**src/rtl/som_pkg.sv**
```systemverilog
// ----------------------------------------------------------------------------
// som_pkg
// Shared types and constants of the self-organizing map training engine.
// ----------------------------------------------------------------------------
package som_pkg;

  localparam int N_NEURONS = 16;
  localparam int DIM         = 4;
  localparam int MAX_K       = 8;
  localparam int SAMPLE_W    = 16;

  localparam int NIDX_W  = $clog2(N_NEURONS);
  localparam int NCNT_W  = NIDX_W + 1;
  localparam int COMP_W  = (DIM > 1) ? $clog2(DIM) : 1;
  localparam int KIDX_W  = (MAX_K > 1) ? $clog2(MAX_K) : 1;
  localparam int KCNT_W  = $clog2(MAX_K + 1);
  localparam int WADDR_W = NIDX_W + COMP_W;
  localparam int TADDR_W = NIDX_W + KIDX_W;
  localparam int DIFF_W  = SAMPLE_W + 1;
  localparam int MUL_W   = 2 * DIFF_W;
  localparam int ACC_W   = 2 * SAMPLE_W + 1 + COMP_W;
  localparam int RATE_W  = 16;
  localparam int CIDX_W  = 8;
  localparam int CDATA_W = 16;

  typedef enum logic [1:0] {
    OP_LOAD     = 2'd0,
    OP_TRAIN    = 2'd1,
    OP_CLASSIFY = 2'd2,
    OP_REFRESH  = 2'd3
  } op_e;

  localparam logic [CIDX_W-1:0] REG_LEARNING_RATE = 8'd0;
  localparam logic [CIDX_W-1:0] REG_INFLUENCE     = 8'd1;
  localparam logic [CIDX_W-1:0] REG_NEIGHBOR_K    = 8'd2;
  localparam logic [CIDX_W-1:0] REG_NEURONS_USED  = 8'd3;

  typedef struct packed {
    op_e                         opcode;
    logic [3:0]                  neuron_index;
    logic                        with_neighbors;
    logic signed [SAMPLE_W-1:0]  sample_c0;
    logic signed [SAMPLE_W-1:0]  sample_c1;
    logic signed [SAMPLE_W-1:0]  sample_c2;
    logic signed [SAMPLE_W-1:0]  sample_c3;
  } in_word_t;

  typedef struct packed {
    logic [3:0] winner;
    logic       winner_valid;
  } out_word_t;

endpackage

```
**src/rtl/som_ram.sv**
```systemverilog
// ----------------------------------------------------------------------------
// som_ram
// Generic single-write, single-read RAM with registered read data.
// ----------------------------------------------------------------------------
module som_ram #(
  parameter int WIDTH = 16,
  parameter int DEPTH = 64
) (
  input  logic                     clk_i,
  input  logic                     we_i,
  input  logic [$clog2(DEPTH)-1:0] waddr_i,
  input  logic [WIDTH-1:0]         wdata_i,
  input  logic [$clog2(DEPTH)-1:0] raddr_i,
  output logic [WIDTH-1:0]         rdata_o
);

  logic [WIDTH-1:0] mem_q [DEPTH];

  always_ff @(posedge clk_i) begin
    if (we_i) begin
      mem_q[waddr_i] <= wdata_i;
    end
    rdata_o <= mem_q[raddr_i];
  end

endmodule

```
**src/rtl/som_train_engine.sv**
```systemverilog
// ----------------------------------------------------------------------------
// som_train_engine
// Self-organizing map engine: weight load, classify, train, neighbor refresh.
// ----------------------------------------------------------------------------
// channel  direction  handshake                 word
// in       input      in_valid_i / in_ready_o    in_word_i  (in_word_t)
// out      output     out_valid_o / out_ready_i  out_word_o (out_word_t)
// cfg      input      cfg_valid_i / cfg_ready_o  cfg_index_i, cfg_data_i
//
// One word at a time; one multiplier does every product, one component a step.
// Every op is accepted in ST_IDLE and returns its result from ST_FIN. Load:
// writes each component. Classify: nearest active neuron. Train: classify, move
// the winner and, with neighbors, its list. Refresh: rebuild each k-nearest list.
// Reset empties all neighbor lists at once. A result not yet taken holds the
// engine in its result cycle until out_ready_i.
module som_train_engine (
  input  logic                        clk_i,
  input  logic                        rst_ni,
  input  logic                        in_valid_i,
  output logic                        in_ready_o,
  input  som_pkg::in_word_t           in_word_i,
  output logic                        out_valid_o,
  input  logic                        out_ready_i,
  output som_pkg::out_word_t          out_word_o,
  input  logic                        cfg_valid_i,
  output logic                        cfg_ready_o,
  input  logic [som_pkg::CIDX_W-1:0]  cfg_index_i,
  input  logic [som_pkg::CDATA_W-1:0] cfg_data_i
);
  import som_pkg::*;

  typedef enum logic [3:0] {
    ST_IDLE, ST_LOAD, ST_DA, ST_DB, ST_DM, ST_DC, ST_DEND,
    ST_MRD, ST_MMUL, ST_MWR, ST_RATE, ST_NRD, ST_NGET,
    ST_RINIT, ST_RWR, ST_FIN
  } state_e;

  state_e state_q;

  logic [RATE_W-1:0] lr_q, infl_q, rate_q, nrate_q;
  logic [3:0]        cfg_k_q;
  logic [4:0]        cfg_n_q;

  op_e                        op_q;
  logic [NIDX_W-1:0]          nidx_q;
  logic                       with_nb_q;
  logic signed [SAMPLE_W-1:0] samp_q [DIM];

  logic [NCNT_W-1:0]          i_q, j_q;
  logic [COMP_W-1:0]          d_q;
  logic [KCNT_W-1:0]          m_q;
  logic [ACC_W-1:0]           acc_q, best_d_q;
  logic [NIDX_W-1:0]          best_q, move_idx_q;
  logic                       nb_phase_q;
  logic signed [SAMPLE_W-1:0] opa_q, w_q;
  logic signed [MUL_W-1:0]    prod_q;

  logic [ACC_W-1:0]  ld_q [MAX_K];
  logic [NIDX_W-1:0] li_q [MAX_K];
  logic [KCNT_W-1:0] lcnt_q;
  logic [KCNT_W-1:0] fill_q [N_NEURONS];

  out_word_t out_q;
  logic      out_valid_q;

  // RAM ports
  logic                w_we;
  logic [WADDR_W-1:0]  w_waddr, w_raddr;
  logic [SAMPLE_W-1:0] w_wdata, w_rdata;
  logic                t_we;
  logic [TADDR_W-1:0]  t_waddr, t_raddr;
  logic [NIDX_W-1:0]   t_rdata;

  som_ram #(.WIDTH(SAMPLE_W), .DEPTH(N_NEURONS * DIM)) u_weights (
    .clk_i, .we_i(w_we), .waddr_i(w_waddr), .wdata_i(w_wdata),
    .raddr_i(w_raddr), .rdata_o(w_rdata)
  );

  som_ram #(.WIDTH(NIDX_W), .DEPTH(N_NEURONS * MAX_K)) u_table (
    .clk_i, .we_i(t_we), .waddr_i(t_waddr), .wdata_i(li_q[m_q[KIDX_W-1:0]]),
    .raddr_i(t_raddr), .rdata_o(t_rdata)
  );

  // active count and list length
  logic [NCNT_W-1:0] n_act;
  logic [NCNT_W-1:0] k_eff;
  logic [NCNT_W-1:0] k_cap;
  always_comb begin
    if (cfg_n_q < 5'd2) n_act = NCNT_W'(2);
    else if (cfg_n_q > 5'(N_NEURONS)) n_act = NCNT_W'(N_NEURONS);
    else n_act = NCNT_W'(cfg_n_q);
    k_cap = (cfg_k_q > 4'(MAX_K)) ? NCNT_W'(MAX_K) : NCNT_W'(cfg_k_q);
    k_eff = (k_cap > n_act - NCNT_W'(1)) ? n_act - NCNT_W'(1) : k_cap;
  end

  // shared multiplier
  logic signed [DIFF_W-1:0] diff_ab, diff_xw, mul_a, mul_b;
  logic signed [MUL_W-1:0]  mul_p;
  assign diff_ab = DIFF_W'(opa_q) - DIFF_W'($signed(w_rdata));
  assign diff_xw = DIFF_W'(samp_q[d_q]) - DIFF_W'($signed(w_rdata));
  always_comb begin
    case (state_q)
      ST_DM: begin
        mul_a = diff_ab;
        mul_b = diff_ab;
      end
      ST_RATE: begin
        mul_a = $signed({1'b0, infl_q});
        mul_b = $signed({1'b0, lr_q});
      end
      default: begin
        mul_a = $signed({1'b0, rate_q});
        mul_b = diff_xw;
      end
    endcase
  end
  assign mul_p = mul_a * mul_b;

  // step and saturate
  localparam int SUM_W = DIFF_W + 2;
  localparam logic signed [SUM_W-1:0] SUM_MAX = SUM_W'((2 ** (SAMPLE_W - 1)) - 1);
  localparam logic signed [SUM_W-1:0] SUM_MIN = SUM_W'(-(2 ** (SAMPLE_W - 1)));
  logic signed [SUM_W-1:0]    step_sum;
  logic signed [SAMPLE_W-1:0] nw;
  assign step_sum = SUM_W'(w_q) + SUM_W'($signed(prod_q[MUL_W-1:16]));
  always_comb begin
    if (step_sum > SUM_MAX)
      nw = {1'b0, {(SAMPLE_W-1){1'b1}}};
    else if (step_sum < SUM_MIN)
      nw = {1'b1, {(SAMPLE_W-1){1'b0}}};
    else
      nw = step_sum[SAMPLE_W-1:0];
  end

  // sorted insertion
  logic [MAX_K-1:0] lt;
  always_comb begin
    for (int p = 0; p < MAX_K; p++) begin
      lt[p] = (KCNT_W'(p) >= lcnt_q) || (acc_q < ld_q[p]);
    end
  end

  logic [NCNT_W-1:0] j_next;
  always_comb begin
    j_next = j_q + NCNT_W'(1);
    if (op_q == OP_REFRESH && j_next == i_q) j_next = j_q + NCNT_W'(2);
  end

  logic is_last_d;
  assign is_last_d = (d_q == COMP_W'(DIM - 1));

  always_comb begin
    w_raddr = {j_q[NIDX_W-1:0], d_q};
    case (state_q)
      ST_DA:   w_raddr = {i_q[NIDX_W-1:0], d_q};
      ST_MRD:  w_raddr = {move_idx_q, d_q};
      default: w_raddr = {j_q[NIDX_W-1:0], d_q};
    endcase
    w_we    = (state_q == ST_LOAD) || (state_q == ST_MWR);
    w_waddr = (state_q == ST_LOAD) ? {nidx_q, d_q} : {move_idx_q, d_q};
    w_wdata = (state_q == ST_LOAD) ? samp_q[d_q] : nw;
    t_we    = (state_q == ST_RWR);
    t_waddr = {i_q[NIDX_W-1:0], m_q[KIDX_W-1:0]};
    t_raddr = {best_q, m_q[KIDX_W-1:0]};
  end

  assign in_ready_o  = (state_q == ST_IDLE);
  assign cfg_ready_o = 1'b1;
  assign out_valid_o = out_valid_q;
  assign out_word_o  = out_q;

  always_ff @(posedge clk_i or negedge rst_ni) begin
    if (!rst_ni) begin
      state_q     <= ST_IDLE;
      out_valid_q <= 1'b0;
      lr_q        <= 16'd19661;
      infl_q      <= 16'd6554;
      cfg_k_q     <= 4'd4;
      cfg_n_q     <= 5'd10;
      for (int q = 0; q < N_NEURONS; q++) fill_q[q] <= '0;
    end else begin
      if (cfg_valid_i) begin
        case (cfg_index_i)
          REG_LEARNING_RATE: lr_q    <= cfg_data_i;
          REG_INFLUENCE:     infl_q  <= cfg_data_i;
          REG_NEIGHBOR_K:    cfg_k_q <= cfg_data_i[3:0];
          REG_NEURONS_USED:  cfg_n_q <= cfg_data_i[4:0];
          default: ;
        endcase
      end
      if (out_valid_q && out_ready_i && state_q != ST_FIN) out_valid_q <= 1'b0;

      case (state_q)
        ST_IDLE: begin
          if (in_valid_i) begin
            op_q      <= in_word_i.opcode;
            nidx_q    <= in_word_i.neuron_index;
            with_nb_q <= in_word_i.with_neighbors;
            samp_q[0] <= in_word_i.sample_c0;
            samp_q[1] <= in_word_i.sample_c1;
            samp_q[2] <= in_word_i.sample_c2;
            samp_q[3] <= in_word_i.sample_c3;
            d_q       <= '0;
            j_q       <= '0;
            i_q       <= '0;
            acc_q     <= '0;
            case (in_word_i.opcode)
              OP_LOAD:    state_q <= ST_LOAD;
              OP_REFRESH: begin
                for (int q = 0; q < N_NEURONS; q++) fill_q[q] <= '0;
                state_q <= ST_RINIT;
              end
              default:    state_q <= ST_DB;
            endcase
          end
        end
        ST_LOAD: begin
          d_q <= d_q + COMP_W'(1);
          if (is_last_d) state_q <= ST_FIN;
        end
        ST_DA: state_q <= ST_DB;
        ST_DB: begin
          opa_q   <= (op_q == OP_REFRESH) ? $signed(w_rdata) : samp_q[d_q];
          state_q <= ST_DM;
        end
        ST_DM: begin
          prod_q  <= mul_p;
          state_q <= ST_DC;
        end
        ST_DC: begin
          acc_q <= acc_q + ACC_W'(prod_q[MUL_W-2:0]);
          d_q   <= d_q + COMP_W'(1);
          if (is_last_d) state_q <= ST_DEND;
          else state_q <= (op_q == OP_REFRESH) ? ST_DA : ST_DB;
        end
        ST_DEND: begin
          acc_q <= '0;
          d_q   <= '0;
          j_q   <= j_next;
          if (op_q == OP_REFRESH) begin
            for (int p = 0; p < MAX_K; p++) begin
              if (p == 0 ? lt[0] : (lt[p] && !lt[p > 0 ? p-1 : 0])) begin
                ld_q[p] <= acc_q;
                li_q[p] <= j_q[NIDX_W-1:0];
              end else if (p > 0 && lt[p > 0 ? p-1 : 0]) begin
                ld_q[p] <= ld_q[p > 0 ? p-1 : 0];
                li_q[p] <= li_q[p > 0 ? p-1 : 0];
              end
            end
            if (lcnt_q != KCNT_W'(MAX_K)) lcnt_q <= lcnt_q + KCNT_W'(1);
            if (j_next >= n_act) begin
              m_q <= '0;
              if (k_eff == '0) begin
                i_q     <= i_q + NCNT_W'(1);
                state_q <= (i_q + NCNT_W'(1) == n_act) ? ST_FIN : ST_RINIT;
              end else begin
                state_q <= ST_RWR;
              end
            end else begin
              state_q <= ST_DA;
            end
          end else begin
            if (j_q == '0 || acc_q < best_d_q) begin
              best_d_q <= acc_q;
              best_q   <= j_q[NIDX_W-1:0];
            end
            if (j_next >= n_act) begin
              move_idx_q <= (j_q == '0 || acc_q < best_d_q) ? j_q[NIDX_W-1:0] : best_q;
              rate_q     <= lr_q;
              nb_phase_q <= 1'b0;
              state_q    <= (op_q == OP_TRAIN) ? ST_MRD : ST_FIN;
            end else begin
              state_q <= ST_DB;
            end
          end
        end
        ST_MRD: state_q <= ST_MMUL;
        ST_MMUL: begin
          prod_q  <= mul_p;
          w_q     <= $signed(w_rdata);
          state_q <= ST_MWR;
        end
        ST_MWR: begin
          d_q <= d_q + COMP_W'(1);
          if (!is_last_d) begin
            state_q <= ST_MRD;
          end else if (!nb_phase_q) begin
            state_q <= with_nb_q ? ST_RATE : ST_FIN;
          end else begin
            m_q     <= m_q + KCNT_W'(1);
            state_q <= (m_q + KCNT_W'(1) == fill_q[best_q]) ? ST_FIN : ST_NRD;
          end
        end
        ST_RATE: begin
          nrate_q <= mul_p[31:16];
          m_q     <= '0;
          state_q <= (fill_q[best_q] == '0) ? ST_FIN : ST_NRD;
        end
        ST_NRD: state_q <= ST_NGET;
        ST_NGET: begin
          move_idx_q <= t_rdata;
          rate_q     <= nrate_q;
          nb_phase_q <= 1'b1;
          d_q        <= '0;
          state_q    <= ST_MRD;
        end
        ST_RINIT: begin
          lcnt_q  <= '0;
          j_q     <= (i_q == '0) ? NCNT_W'(1) : '0;
          d_q     <= '0;
          acc_q   <= '0;
          state_q <= ST_DA;
        end
        ST_RWR: begin
          m_q <= m_q + KCNT_W'(1);
          if (NCNT_W'(m_q) + NCNT_W'(1) == k_eff) begin
            fill_q[i_q[NIDX_W-1:0]] <= KCNT_W'(k_eff);
            i_q     <= i_q + NCNT_W'(1);
            state_q <= (i_q + NCNT_W'(1) == n_act) ? ST_FIN : ST_RINIT;
          end
        end
        ST_FIN: begin
          if (!out_valid_q || out_ready_i) begin
            out_valid_q        <= 1'b1;
            out_q.winner       <= (op_q == OP_TRAIN || op_q == OP_CLASSIFY) ? best_q : '0;
            out_q.winner_valid <= (op_q == OP_TRAIN || op_q == OP_CLASSIFY);
            state_q            <= ST_IDLE;
          end
        end
        default: state_q <= ST_IDLE;
      endcase
    end
  end

endmodule
```
**config.mk**
```make
export PLATFORM = sky130hd
export DESIGN_NAME = som_train_engine
export DESIGN_NICKNAME = d
export VERILOG_FILES = /design/src/rtl/som_pkg.sv /design/src/rtl/som_ram.sv /design/src/rtl/som_train_engine.sv
export SDC_FILE = /design/constraint.sdc
export NUM_CORES = 2
export LEC_CHECK = 0
export BUFFER_PORTS_ARGS = -buffer_cell sky130_fd_sc_hd__buf_4
export CORE_ASPECT_RATIO = 0.75
export CORE_MARGIN = 2
export CORE_UTILIZATION = 57
export DETAILED_ROUTE_END_ITERATION = 8
export PLACE_DENSITY_LB_ADDON = 0.25
export SLEW_MARGIN = 15
export SYNTH_ARGS = -nofsm -noshare
export SYNTH_HDL_FRONTEND = slang
export SYNTH_SLANG_ARGS = --single-unit
```
**constraint.sdc**
```tcl
create_clock -name clk_i -period 24.2 [get_ports clk_i]
set_clock_uncertainty 0.05 [all_clocks]
set_input_delay 0 -clock clk_i [delete_from_list [all_inputs] [get_ports clk_i]]
set_output_delay 0 -clock clk_i [all_outputs]
set_load 0.03 [all_outputs]
```
==> reports/results.tsv <==
metric	value	unit
cts_tree	built	
synthCells	7659	
required	24760	ps
reg2reg_slack	13580	ps
reg2regPathDepth	35	
synth_ff_type	edfxtp_1	
synthesis.area	111000	µm²
path_clk_slew	70	ps
drc	0	
critPathSlowestCell	a221oi_2	
min_from	out_ready_i	
cts-buffers-inserted	208	
ant_nets	0	
grt_usage	0.296	
ys_warn_count	0	
vias	68000	
fin_crit	10620	ps
insertion_delay	880	ps
die_w	514	µm
finalSetupTns	0	ps
htree_levels	4	
die_h	387	µm
arrival	11180	ps
status	completed	
start_util	0.573	
clock_path_buffers	3	
critPathMaxStageDelay	880	ps
finalSetupViolations	0	
fin_nets	8956	
hold_path_depth	4	
grt_pass1_vias	67900	
antenna_found_initial	6	
ys_ff_latch	2256	
syn_area_per_cell	14.5	µm²
initialDrtViolationCount	8415	
dr.pass1.iters	8	
pin_count	108	
max_cap_violations	0	
place_area	116000	µm²
grt_pass1_wl	440000	µm
vias_per_cell	6.30	
finalHoldViolCount	0	
rows	140	
io_buffers	106	
postCtsSetupRepairBufs	0	
synth_nets	8558	
synth_enable_flop_cells	2121	
routed_wl	293000	µm
routedWlPerCell	27.2	µm
place_congestion	0.937	
crit_fanout	16	
post-route-period-util	0.439	
area_delta_synth_final	12.1	%
slew-limit-headroom	0.153	
postLayoutCellArea	125000	µm²
min_to	out_valid_o	
drive_gt1_frac	0.176	
overflow	0	
critPathLaunchType	register	
grt_max_degree	135	
rsz0062_at_grt	no	
end_kind	register	
fmax	0.0942	GHz
dieArea	199000	µm²
slew_viol_final	0	
core-area	194000	µm²
synthDistinctLibCells	92	
hold_class	in2reg	
timing.rr.end	prod_q[32]	
worst_pin_slew	1270	ps
worstSetupPathType	reg2reg	
clkSinkCount	2256	
yosysSeqAreaShare	0.602	
postSynth.asyncResetShare	0.0488	
dp_hpwl	189000	µm
cts_root_buffer	clkbuf_16	
[repair_timing]
item                      in CTS  in global routing
hold buffers                 185                  0
gates resized for setup        0                  0
hold endpoints to repair     237                  0
[metrics by stage]
step           std cells  setup WS (ps)   util  hold WS, ps
6_report           10800          13580  0.642          105
3_3_place_gp       10200          13650  0.597          128
2_1_floorplan       7659          14330      -         -346
4_1_cts            10800          13670  0.642         62.0
3_5_place_dp       10200          13670  0.597          129
5_1_grt            10800          12970  0.642         73.4
[layer usage]
metal,share of wire,GRT usage
met2,0.44,0.430
met5,0.00024,0
met3,0.11,0.0732
met4,0.026,0.0767
met1,0.43,0.450
[sequential cells by signal (all words and copies together) (netlist names), 32 cells and up, named ones only]
signal,count
fill_q,64
samp_q,64
ld_q,280
acc_q,35
li_q,32
best_d_q,35
prod_q,34
u_weights.mem_q,1024
u_table.mem_q,512
[critical path: cells and delay by family (launching register included)]
kind,cells,cell delay [ps]
and+or+nand+nor,5,720
AOI/OAI and AO/OA,11,3860
DFF,1,870
xor gates and xnor gates,2,290
muxes,1,460
adders and majority gates,9,3700
buffers and inverters,7,420
[cell families after synthesis]
| group | after synthesis | share of synthesized area |
|---|---|---|
| DFF | 2256 | 0.602 |
| and+or+nand+nor | 1677 | 0.0686 |
| AOI/OAI and AO/OA | 1028 | 0.0636 |
| buffers and inverters | 1007 | 0.0349 |
| adders and majority gates | 800 | 0.110 |
| muxes | 760 | 0.110 |
| xor gates and xnor gates | 130 | 0.0102 |
| other | 1 | 0.0000337 |
[worst max path at each step]
stage,startpoint,to,slack (ps),cells after the start
final,register,prod_q[32],13580,35
after global routing,register,prod_q[32],12970,35
after CTS,register,prod_q[30],13670,36
after detailed placement,register,nrate_q[14],13670,36
after global placement,register,nrate_q[14],13650,36
after floorplan,register,prod_q[32],14330,37
[placed cells by master (no fill, tap or decap), types with 67 or more instances in the layout]
master | synthesis | final
a21o_1 | 169 | 169
clkbuf_16 | 0 | 212
a22oi_1 | 106 | 106
inv_1 | 683 | 683
dfrtp_1 | 92 | 92
dlygate4sd3_1 | 0 | 184
nor2_1 | 557 | 542
xnor2_1 | 89 | 89
edfxtp_1 | 2121 | 2121
nand4_1 | 96 | 96
o21ai_0 | 168 | 165
buf_4 | 6 | 320
ha_1 | 499 | 499
a21oi_1 | 233 | 232
nand2_1 | 529 | 527
nand3_1 | 157 | 156
mux4_2 | 335 | 335
nand2b_1 | 68 | 67
mux2_2 | 366 | 362
fa_1 | 300 | 300
[layout make-up]
class	instances	area [µm²]
fill	13700	69400
sequential	2256	67000
multi-input combinational	4396	40700
clock buffer	280	5680
timing repair buffer	510	4340
tap	2556	3200
inverter	685	2570
clock inverter	106	1140
antenna	5	12.5
[synthesized netlist by cell type, types with 41 or more instances]
| cell type | count | area [µm²] |
|---|---|---|
| nand4_1 | 96 | 601 |
| clkbuf_1 | 236 | 886 |
| fa_1 | 300 | 6010 |
| nand2_1 | 529 | 1990 |
| a22oi_1 | 106 | 796 |
| a21oi_1 | 233 | 1170 |
| a21o_1 | 169 | 1270 |
| mux2_2 | 366 | 4120 |
| nand3_1 | 157 | 786 |
| o2bb2ai_1 | 65 | 569 |
| ha_1 | 499 | 6240 |
| xnor2_1 | 89 | 780 |
| xor2_1 | 41 | 359 |
| buf_2 | 47 | 235 |
| nor2_1 | 557 | 2090 |
| mux4_2 | 335 | 7540 |
| edfxtp_1 | 2121 | 63700 |
| nand2b_1 | 68 | 425 |
| mux2i_1 | 49 | 490 |
| nor2b_1 | 67 | 419 |
| a221oi_1 | 46 | 403 |
| dfrtp_1 | 92 | 2300 |
| nor3_1 | 60 | 300 |
| o21ai_0 | 168 | 841 |
| inv_1 | 683 | 2560 |
Power is left out: the tool's default activity adds up to more than one toggle a clock period on the data nets, which glitch-free logic cannot reach.
